==> src/rtl/wljp_pkg.sv <==
package wljp_pkg;

    // table size; the index, count and prefix widths follow from it
    localparam int MAX_JOBS  = 64;
    localparam int IDX_W     = $clog2(MAX_JOBS);
    localparam int CNT_W     = $clog2(MAX_JOBS + 1);
    localparam int REC_W     = 6;
    localparam int WGT_W     = 16;
    localparam int PW        = WGT_W + IDX_W;      // prefix / total width
    localparam int FRAC_W    = 53;
    localparam int FRAC_LO_W = (FRAC_W + 1) / 2;   // low partial product slice
    localparam int FRAC_HI_W = FRAC_W - FRAC_LO_W;
    localparam int JOBS_W    = 7;

    localparam int S_TDATA_W = ((REC_W + WGT_W + FRAC_W + 7) / 8) * 8;
    localparam int M_TDATA_W = ((REC_W + 2 + JOBS_W + 7) / 8) * 8;

    typedef enum logic {
        REQ_ADD  = 1'b0,
        REQ_PICK = 1'b1
    } req_t;

    // item as it travels down the pipeline
    typedef struct packed {
        logic             vld;
        logic             pick;    // pick on a non-empty table with nonzero total
        logic             full;    // refused add
        logic [CNT_W-1:0] cnt;     // job count after this item
        logic [PW-1:0]    total;   // total weight seen by a pick
        logic [FRAC_W-1:0] frac;
        logic [PW-1:0]    q;       // floor(frac * total / 2^53)
        logic [IDX_W-1:0] idx;     // search result so far
    } pipe_t;

    // table append, shared by all table copies
    typedef struct packed {
        logic             en;
        logic [IDX_W-1:0] addr;
        logic [PW-1:0]    prefix;
        logic [REC_W-1:0] rec;
    } wr_t;

    // result item, last field in the low bits
    typedef struct packed {
        logic [JOBS_W-1:0] jobs;
        logic              full;
        logic              found;
        logic [REC_W-1:0]  picked;
    } res_t;

endpackage

==> src/rtl/wljp_outq.sv <==
module wljp_outq import wljp_pkg::*; (
    input  logic aclk,
    input  logic aresetn,
    input  logic push,
    input  res_t push_item,
    output logic room,
    output logic out_vld,
    output res_t out_item,
    input  logic pop_rdy
);

    res_t       ent_reg [2];
    logic       wp_reg;
    logic       wp_next;
    logic       rp_reg;
    logic       rp_next;
    logic [1:0] cnt_reg;
    logic [1:0] cnt_next;
    logic       pop;

    assign out_vld  = (cnt_reg != 2'd0);
    assign out_item = ent_reg[rp_reg];
    assign pop      = out_vld && pop_rdy;
    assign room     = (cnt_reg != 2'd2) || pop_rdy;

    assign wp_next  = push ? ~wp_reg : wp_reg;
    assign rp_next  = pop ? ~rp_reg : rp_reg;
    assign cnt_next = cnt_reg + {1'b0, push} - {1'b0, pop};

    always_ff @(posedge aclk) begin
        if (push) begin
            ent_reg[wp_reg] <= push_item;
        end
    end

    always_ff @(posedge aclk) begin
        if (!aresetn) begin
            wp_reg  <= 1'b0;
            rp_reg  <= 1'b0;
            cnt_reg <= 2'd0;
        end else begin
            wp_reg  <= wp_next;
            rp_reg  <= rp_next;
            cnt_reg <= cnt_next;
        end
    end

    a_no_overrun: assert property (@(posedge aclk) disable iff (!aresetn)
        push |-> ((cnt_reg != 2'd2) || pop))
        else $error("output queue overrun");

endmodule

==> config.mk <==
export PLATFORM = sky130hd
export DESIGN_NAME = wljp_outq
export DESIGN_NICKNAME = d
export VERILOG_FILES = /design/src/rtl/wljp_pkg.sv /design/src/rtl/wljp_outq.sv
export SDC_FILE = /design/constraint.sdc
export NUM_CORES = 1
export LEC_CHECK = 0
export BUFFER_PORTS_ARGS = -buffer_cell sky130_fd_sc_hd__buf_2
export CAP_MARGIN = 15
export CORE_ASPECT_RATIO = 2
export CORE_UTILIZATION = 51
export DETAILED_ROUTE_END_ITERATION = 7
export MAX_ROUTING_LAYER = met4
export PLACE_DENSITY = 0.76
export SLEW_MARGIN = 30
export SYNTH_ARGS = -nofsm -noshare
export SYNTH_HDL_FRONTEND = slang
export SYNTH_SLANG_ARGS = --single-unit
==> constraint.sdc <==
create_clock -name aclk -period 2.05 [get_ports aclk]
set_input_delay 0.205 -clock aclk [delete_from_list [all_inputs] [get_ports aclk]]
set_output_delay 0.205 -clock aclk [all_outputs]
set_load 0.03 [all_outputs]
==> summary.md <==
| Metric | Value |
|---|---|
| TNS Setup | 0 ns |
| HP Start | push_item[0] |
| Reg2Reg Depth | 6 |
| Area of the multi-input gates | 347 um2 |
| RSZ-0062 raised after global routing | no |
| Final Cycle Share | 0.840 |
| TritonCTS buffer count | 5 |
| Number of synthesized flops with an enable pin | 30 |
| Via count | 714 |
| Fin area | 1680 um2 |
| First-pass GRT wire length | 3.13 mm |
| Synth top cells by count | edfxtp_1 (30), mux2_4 (10), dfxtp_1 (5), mux2_2 (5) |
| # DRC | 0 |
| Slew @ Worst Pin | 0.670 ns |
| Fmax | 580 MHz |
| Capture point of the worst reg-to-reg path | cnt_reg[1] |
| Cts hold-fix bufs | 0 |
| Vias per cell | 4.99 |
| Die area | 2940 um2 |
| Yosys warns | 0 |
| Worst Setup End Kind | output pin |
| Reg2reg setup slack | 0.57 ns |
| Asr flop ratio synth | 0 |
| Number of fill cells in the layout | 200 |
| Ant. Diodes | 0 |
| Syn_nets | 92 |
| Total GRT Usage | 0.169 |
| Leak pwr | 0.684 nW |
| Routability cong. | 0.637 |
| Post-Synthesis Cells | 71 |
| Area Overhead vs Synth | 21.4% |
| WL/cell | 13.7 um |
| Nets | 135 |
| Cell row count | 26 |
| CTS Buffer Depth | 2 |
| Relative slew slack | 0.553 |
| Top-area cell type share of the netlist area | 0.652 |
| Die X | 38.8 um |
| Placed Instances | 135 |
| Die Span Y | 75.6 um |
| Reg-to-Reg Start | cnt_reg[1] |
| Layout cells sized above 1 | 0.530 |
| Most used DFF post-synth | edfxtp_1 |
| Max Slew Vio Count | 0 |
| Post-CTS Resized | 0 |
| Hold Crit Class | primary input to register |
| Hold Fails Final Rpt | 0 |
| CTS tree | done |
| WS Path Type | register to output pin |
| Overall power | 1.95 mW |
| Syn Area/Cell | 19.5 um2 |
| Yosys reg bits | 35 |
| # IOs | 36 |
| Clock Pin Slew Worst Setup and Hold Paths | 0.06 ns |
| CTS HTree Levels | 2 |
| Total grt overflow | 0 |
| Setup violators final | 0 |
| Hold endpoint | ent_reg[1][0] |
| Vias in the first global route | 723 |
| Synth cell types | 18 |
| Skew-Pair Late Insertion Delay | 0.27 ns |
| Hold Path Depth | 1 |
| Core ar. | 2570 um2 |
| Storage cell area | 1000 um2 |
| Top-count cell post-synth | edfxtp_1 |
| Crit path max fanout | 9 |
| WL final | 1.96 mm |
| Initial antenna violation count | 0 |
| PortBufs | 35 |
| Root buf cell | clkbuf_8 |
| Top cells by area, synth | edfxtp_1 (65%), mux2_4 (11%), dfxtp_1 (7.2%) |
| Setup Fix Bufs, Post-CTS | 0 |
| CP Launch Type | register |
| Min cycle time layout | 1.72 ns |
| Fin cells | 143 |
| Largest net degree at the start of global routing | 16 |
| Seq/Total Area, Yosys | 0.724 |
| Power Density | 1160 nW/um2 |
| Post-route ant nets | 0 |
| Placed cell area | 1590 um2 |
| DRT Pass-1 Iters | 3 |
| CTS sink cnt | 35 |
| Max cap viols | 0 |
| Crit path required time | 1.85 ns |
| Starting Density | 0.538 |
| Max VDD drop | 0.000741 V |
| Mapped Area | 1380 um2 |
| DRT iter0 DRCs | 27 |
| Cell taking the most area after synthesis | edfxtp_1 |
| Detailed Place HPWL | 1.56 mm |
| Number of flip-flops in the largest register | 30 |
| Worst path arrival time | 1.52 ns |
| Status | finished, final reports clean |
| Final Skew | 0.00530 ns |
-- cells in the final DEF (no fill, tap or decap), drive strengths merged --
cell type,n
buf,38
edfxtp,30
mux2,15
clkbuf,7
dfxtp,5
nor2b,3
o21a,2
inv,2
nand2,2
and2,2
mux2i,2
ha,2
nor2,1
nand2b,1
or2,1
xnor3,1
clkinv,1
-- cell families (layout without fill, tap and decap cells) --
logic type,Yosys count,after routing,share of synthesized area
AOI/OAI and AO/OA,2,2,0.0109
xor gates and xnor gates,1,1,0.0163
adders and majority gates,2,2,0.0181
buffers and inverters,4,48,0.0253
DFF,35,35,0.724
muxes,17,17,0.164
and+or+nand+nor,10,10,0.0416
-- area by class of cell --
cell class,count,share of cell area
tap,28,0.0209
timing repair buffer,38,0.118
multi-input combinational,32,0.207
clock buffer,7,0.0515
clock inverter,1,0.00224
sequential,35,0.597
inverter,2,0.00447
-- worst max-delay path: stages (launching register included) --
cell and delay, ns:
dfxtp_1 0.48, buf_4 0.27, mux2_4 0.31, buf_2 0.18
-- power breakdown --
group	leakage, nW	total, mW	internal, mW	switching [mW]
Combinational	0.315	0.590	0.270	0.319
Sequential	0.323	0.887	0.842	0.0451
Clock	0.0459	0.473	0.268	0.205
-- worst max-delay path by stage --
stage / start / endpoint / slack, ns
after floorplan: wp_reg / ent_reg[0][0] / 0.63
after global placement: register / out_item[4] / 0.63
after detailed placement: cnt_reg[1] / cnt_reg[1] / 0.56
after CTS: register / out_item[7] / 0.30
after global routing: register / out_item[11] / 0.24
final: register / out_item[7] / 0.33
-- through the flow --
stage | util | hold slack, ns | setup WS [ns]
3_5_place_dp | 0.618 | 0.397 | 0.555
5_1_grt | 0.653 | 0.106 | 0.241
4_1_cts | 0.653 | 0.106 | 0.300
2_1_floorplan | - | 0.304 | 0.626
6_report | 0.653 | 0.118 | 0.327
3_3_place_gp | 0.618 | 0.395 | 0.627
-- layer usage --
layer | global-route usage | up-vias | wire length, um
li1 | - | 349 | -
met1 | 0.156 | 337 | 661
met2 | 0.289 | 26 | 1200
met3 | 0.0466 | 2 | 87
met4 | 0.103 | 0 | 14
met5 | - | - | 0
No activity file was read; power rests on OpenSTA's default activity.
