## config.mk

```make
export PLATFORM = sky130hd
export DESIGN_NAME = wljp_mul
export DESIGN_NICKNAME = d
export VERILOG_FILES = /design/src/rtl/wljp_pkg.sv /design/src/rtl/wljp_mul.sv
export SDC_FILE = /design/constraint.sdc
export NUM_CORES = 2
export LEC_CHECK = 0
export BUFFER_PORTS_ARGS = -buffer_cell sky130_fd_sc_hd__buf_2
export CAP_MARGIN = 10
export CORE_MARGIN = 3
export CORE_UTILIZATION = 54
export CTS_CLUSTER_DIAMETER = 80
export DETAILED_ROUTE_END_ITERATION = 8
export GPL_TIMING_DRIVEN = 0
export PLACE_DENSITY = 0.81
export SLEW_MARGIN = 25
export SYNTH_ARGS = -nofsm -noshare
export SYNTH_HDL_FRONTEND = slang
export SYNTH_SLANG_ARGS = --single-unit
```

## constraint.sdc

```tcl
create_clock -name aclk -period 9.3 [get_ports aclk]
set_clock_uncertainty 0.2 [all_clocks]
set_input_delay 0.465 -clock aclk [delete_from_list [all_inputs] [get_ports aclk]]
set_output_delay 0.465 -clock aclk [all_outputs]
set_load 0.05 [all_outputs]
```

## src/rtl/wljp_pkg.sv

```systemverilog
package wljp_pkg;

    // table size; the index, count and prefix widths follow from it
    localparam int MAX_JOBS  = 64;
    localparam int IDX_W     = $clog2(MAX_JOBS);
    localparam int CNT_W     = $clog2(MAX_JOBS + 1);
    localparam int REC_W     = 6;
    localparam int WGT_W     = 16;
    localparam int PW        = WGT_W + IDX_W;      // prefix / total width
    localparam int FRAC_W    = 53;
    localparam int FRAC_LO_W = (FRAC_W + 1) / 2;   // low partial product slice
    localparam int FRAC_HI_W = FRAC_W - FRAC_LO_W;
    localparam int JOBS_W    = 7;

    localparam int S_TDATA_W = ((REC_W + WGT_W + FRAC_W + 7) / 8) * 8;
    localparam int M_TDATA_W = ((REC_W + 2 + JOBS_W + 7) / 8) * 8;

    typedef enum logic {
        REQ_ADD  = 1'b0,
        REQ_PICK = 1'b1
    } req_t;

    // item as it travels down the pipeline
    typedef struct packed {
        logic             vld;
        logic             pick;    // pick on a non-empty table with nonzero total
        logic             full;    // refused add
        logic [CNT_W-1:0] cnt;     // job count after this item
        logic [PW-1:0]    total;   // total weight seen by a pick
        logic [FRAC_W-1:0] frac;
        logic [PW-1:0]    q;       // floor(frac * total / 2^53)
        logic [IDX_W-1:0] idx;     // search result so far
    } pipe_t;

    // table append, shared by all table copies
    typedef struct packed {
        logic             en;
        logic [IDX_W-1:0] addr;
        logic [PW-1:0]    prefix;
        logic [REC_W-1:0] rec;
    } wr_t;

    // result item, last field in the low bits
    typedef struct packed {
        logic [JOBS_W-1:0] jobs;
        logic              full;
        logic              found;
        logic [REC_W-1:0]  picked;
    } res_t;

endpackage

```

## src/rtl/wljp_mul.sv

```systemverilog
module wljp_mul import wljp_pkg::*; (
    input  logic  aclk,
    input  logic  aresetn,
    input  logic  en,
    input  pipe_t in_item,
    output pipe_t out_item
);

    pipe_t                       p1_reg;
    pipe_t                       p2_reg;
    pipe_t                       p2_next;
    logic [FRAC_HI_W+PW-1:0]     hi_reg;
    logic [FRAC_LO_W+PW-1:0]     lo_reg;
    logic [FRAC_W+PW-1:0]        sum;

    // two partial products, each well under 32x32
    always_ff @(posedge aclk) begin
        if (en) begin
            hi_reg <= in_item.frac[FRAC_W-1:FRAC_LO_W] * in_item.total;
            lo_reg <= in_item.frac[FRAC_LO_W-1:0] * in_item.total;
        end
    end

    assign sum = {hi_reg, {FRAC_LO_W{1'b0}}} + (FRAC_W + PW)'(lo_reg);

    always_comb begin
        p2_next   = p1_reg;
        p2_next.q = sum[FRAC_W +: PW];
    end

    always_ff @(posedge aclk) begin
        if (!aresetn) begin
            p1_reg <= '0;
            p2_reg <= '0;
        end else if (en) begin
            p1_reg <= in_item;
            p2_reg <= p2_next;
        end
    end

    assign out_item = p2_reg;

endmodule

```

==> flow_metrics.env <==
export IMPL_instances_no_fill=6516
export IMPL_startpoint_type="primary input"
export IMPL_largest_register_ff_count=113
export IMPL_n_fill_cell=7188
export IMPL_criticalPathCategory="in2reg"
export IMPL_finalNetCount=6756
export IMPL_worst_ep_required_time_ps=9430
export IMPL_syn_inst=5075
export IMPL_cts_sinks=274
export IMPL_fin_crit_sh=0.984
export IMPL_start_util=0.550
export IMPL_drtIter0Drc=4167
export IMPL_crit_top_cell="fa_1"
export IMPL_h_tree_depth=1
export IMPL_synthFlopType="dfxtp_1"
export IMPL_cts_path_max_buffers=3
export IMPL_cts_tree="yes"
export IMPL_mostFrequentLayoutCells="fa_1 (973), inv_1 (933), nand2_1 (745)"
export IMPL_synth_largest_area_cell="fa_1"
export IMPL_postCtsHoldBufs=31
export IMPL_timing_critical_path_cells="clkbuf_1 -> clkbuf_1 -> nand2_1 -> fa_1 -> fa_1 -> fa_1 -> inv_1 -> fa_1 -> fa_1 -> fa_1 -> fa_1 -> ha_1 -> a21oi_1 -> o21bai_1 -> a311oi_2 -> o2111ai_1 -> and3b_1 -> o31a_1 -> o22ai_1 -> xnor2_1"
export IMPL_syn_nets=6509
export IMPL_coreArea_sq_um=85900
export IMPL_outcome="completed"
export IMPL_synthArstFlopShare=0
export IMPL_first_pass_iters=6
export IMPL_fin_hold_ws_ps=27.0
export IMPL_io_buffers=184
export IMPL_ant_nets=0
export IMPL_overflow=0
export IMPL_routed_wl_um=163000
export IMPL_slowest_stage="clkbuf_1"
export IMPL_cp_end_kind="flop"
export IMPL_max_cap_violations=0
export IMPL_worst_slew_pin_slew_ps=1250
export IMPL_synth_area_top_cells="fa_1 (41%), ha_1 (9.1%), dfxtp_1 (8.6%)"
export IMPL_clock_latency_ps=590
export IMPL_synth_top_area_share=0.412
export IMPL_die_area_sq_um=91100
export IMPL_post_cts_setup_buffers=0
export IMPL_layout_commonest_cell="fa_1"
export IMPL_finalWorstSetupSlack_ps=153
export IMPL_relSlewSlack=0.164
export IMPL_grt_first_pass_wirelength_um=246000
export IMPL_rsz0062_at_grt="false"
export IMPL_drt_wirelength_per_cell_um=25.0
export IMPL_critPathMaxStageDelay_ps=900
export IMPL_fp_dieW_um=302
export IMPL_worstHoldPathCells=3
export IMPL_fmax_ghz=0.109
export IMPL_ys_seq_area_frac=0.131
export IMPL_root_buffer="clkbuf_16"
export IMPL_place_hpwl_um=131000
export IMPL_netlist_area_sq_um=47300
export IMPL_vias=38400
export IMPL_dp_cells=6404
export IMPL_syn_avg_cell_area_sq_um=9.31
export IMPL_grt_use_total=0.366
export IMPL_cp_max_fo=10
export IMPL_clk_pin_slew_ps=60
export IMPL_period_needed_ps=9150
export IMPL_route_detailed_drc=0
export IMPL_antenna_found_initial=29
export IMPL_routed_via_density=5.89
export IMPL_hp_class="in2reg"
export IMPL_drive_gt1_frac=0.0552
export IMPL_dp_slack_ps=-154
export IMPL_io_pins=229
export IMPL_drv_slew=0
export IMPL_gp_congestion=1.04
export IMPL_area_delta_synth_final_pct=7.86
export IMPL_rr_worst_depth=9
export IMPL_synth_edf_count=70
export IMPL_rows=107
export IMPL_r2r_setup_slack_ps=6180
export IMPL_ys_ff_latch=274
export IMPL_final_setup_viol_count=0
export IMPL_yosys_warnings=0
export IMPL_synth_cell_type_count=81
export IMPL_hold_viol=0
export IMPL_cts_repair_resized=0
export IMPL_die_h_um=302
export IMPL_cp_arrival_ps=9280
export IMPL_cts_made_buffers=28
export IMPL_grt_max_degree=55
export IMPL_first_global_vias=40200
[metal layers]
layer | track usage | wire (um) | up-vias
li1 | - | - | 15900
met1 | 0.439 | 55800 | 18900
met2 | 0.536 | 68100 | 2793
met3 | 0.162 | 25700 | 720
met4 | 0.234 | 13200 | 22
met5 | 0 | 232 | -
[cells by family (layout without fill, tap and decap cells)]
group	Yosys count	in the layout	share of synthesized area
and+or+nand+nor	1632	1632	0.164
adders and majority gates	1318	1318	0.504
buffers and inverters	1245	1514	0.0992
AOI/OAI and AO/OA	344	344	0.0491
DFF	274	274	0.131
muxes	183	183	0.0388
xor gates and xnor gates	79	79	0.0146
other	0	28	0
[per-stage QoR]
step                 util  setup TNS [ps]  instance area [sq um]
finish              0.593               0                  51000
detailed placement  0.578            -270                  49700
global route        0.592               0                  50900
CTS                 0.592               0                  50900
floorplan               -               0                  47300
global placement    0.577           -3190                  49600
[cell usage after synthesis, types with 5 or more instances]
cell type,instances
a211oi_1,20
a21o_1,51
a21oi_1,100
a31oi_1,11
and2_1,494
and3_1,12
buf_1,17
buf_2,10
clkbuf_1,284
dfxtp_1,204
edfxtp_1,70
fa_1,973
ha_1,345
inv_1,933
mux2i_1,183
nand2_1,745
nand2b_1,5
nand3_1,37
nand3b_1,5
nand4_1,22
nand4b_1,5
nor2_1,248
nor2b_1,7
nor3_1,15
nor3b_1,8
nor4_1,6
o211ai_1,16
o21a_1,12
o21ai_0,53
o21ai_1,7
o21bai_1,14
xnor2_1,57
xor2_1,22
[worst max-delay path, delay by kind of cell]
kind	cells	cell delay (ps)
XOR/XNOR	1	120
buffers and inverters	3	1840
AND/OR/NAND/NOR	2	620
AO/OA/AOI/OAI	6	2420
adder cells (fa/ha/maj)	8	3790
[final timing paths]
| check | from | to |
|---|---|---|
| max | in_item[90] | lo_reg[45] |
| min | in_item[62] | p1_reg[62] |
| max reg2reg | lo_reg[32] | out_item[27] |
| min reg2reg | out_item[15] | out_item[15] |
[area by class of cell]
cell class	count	area, sq um	share of cell area
antenna	28	70.1	0.00137
buffer	311	1200	0.0236
clock buffer	36	792	0.0155
clock inverter	16	114	0.00223
inverter	934	3510	0.0688
multi-input combinational	3556	36400	0.714
sequential	274	6190	0.121
tap	1144	1430	0.0281
timing repair buffer	217	1270	0.0250
Power is not shown: default switching activity piles up to over one toggle a cycle in this logic, so the estimate is an artifact.
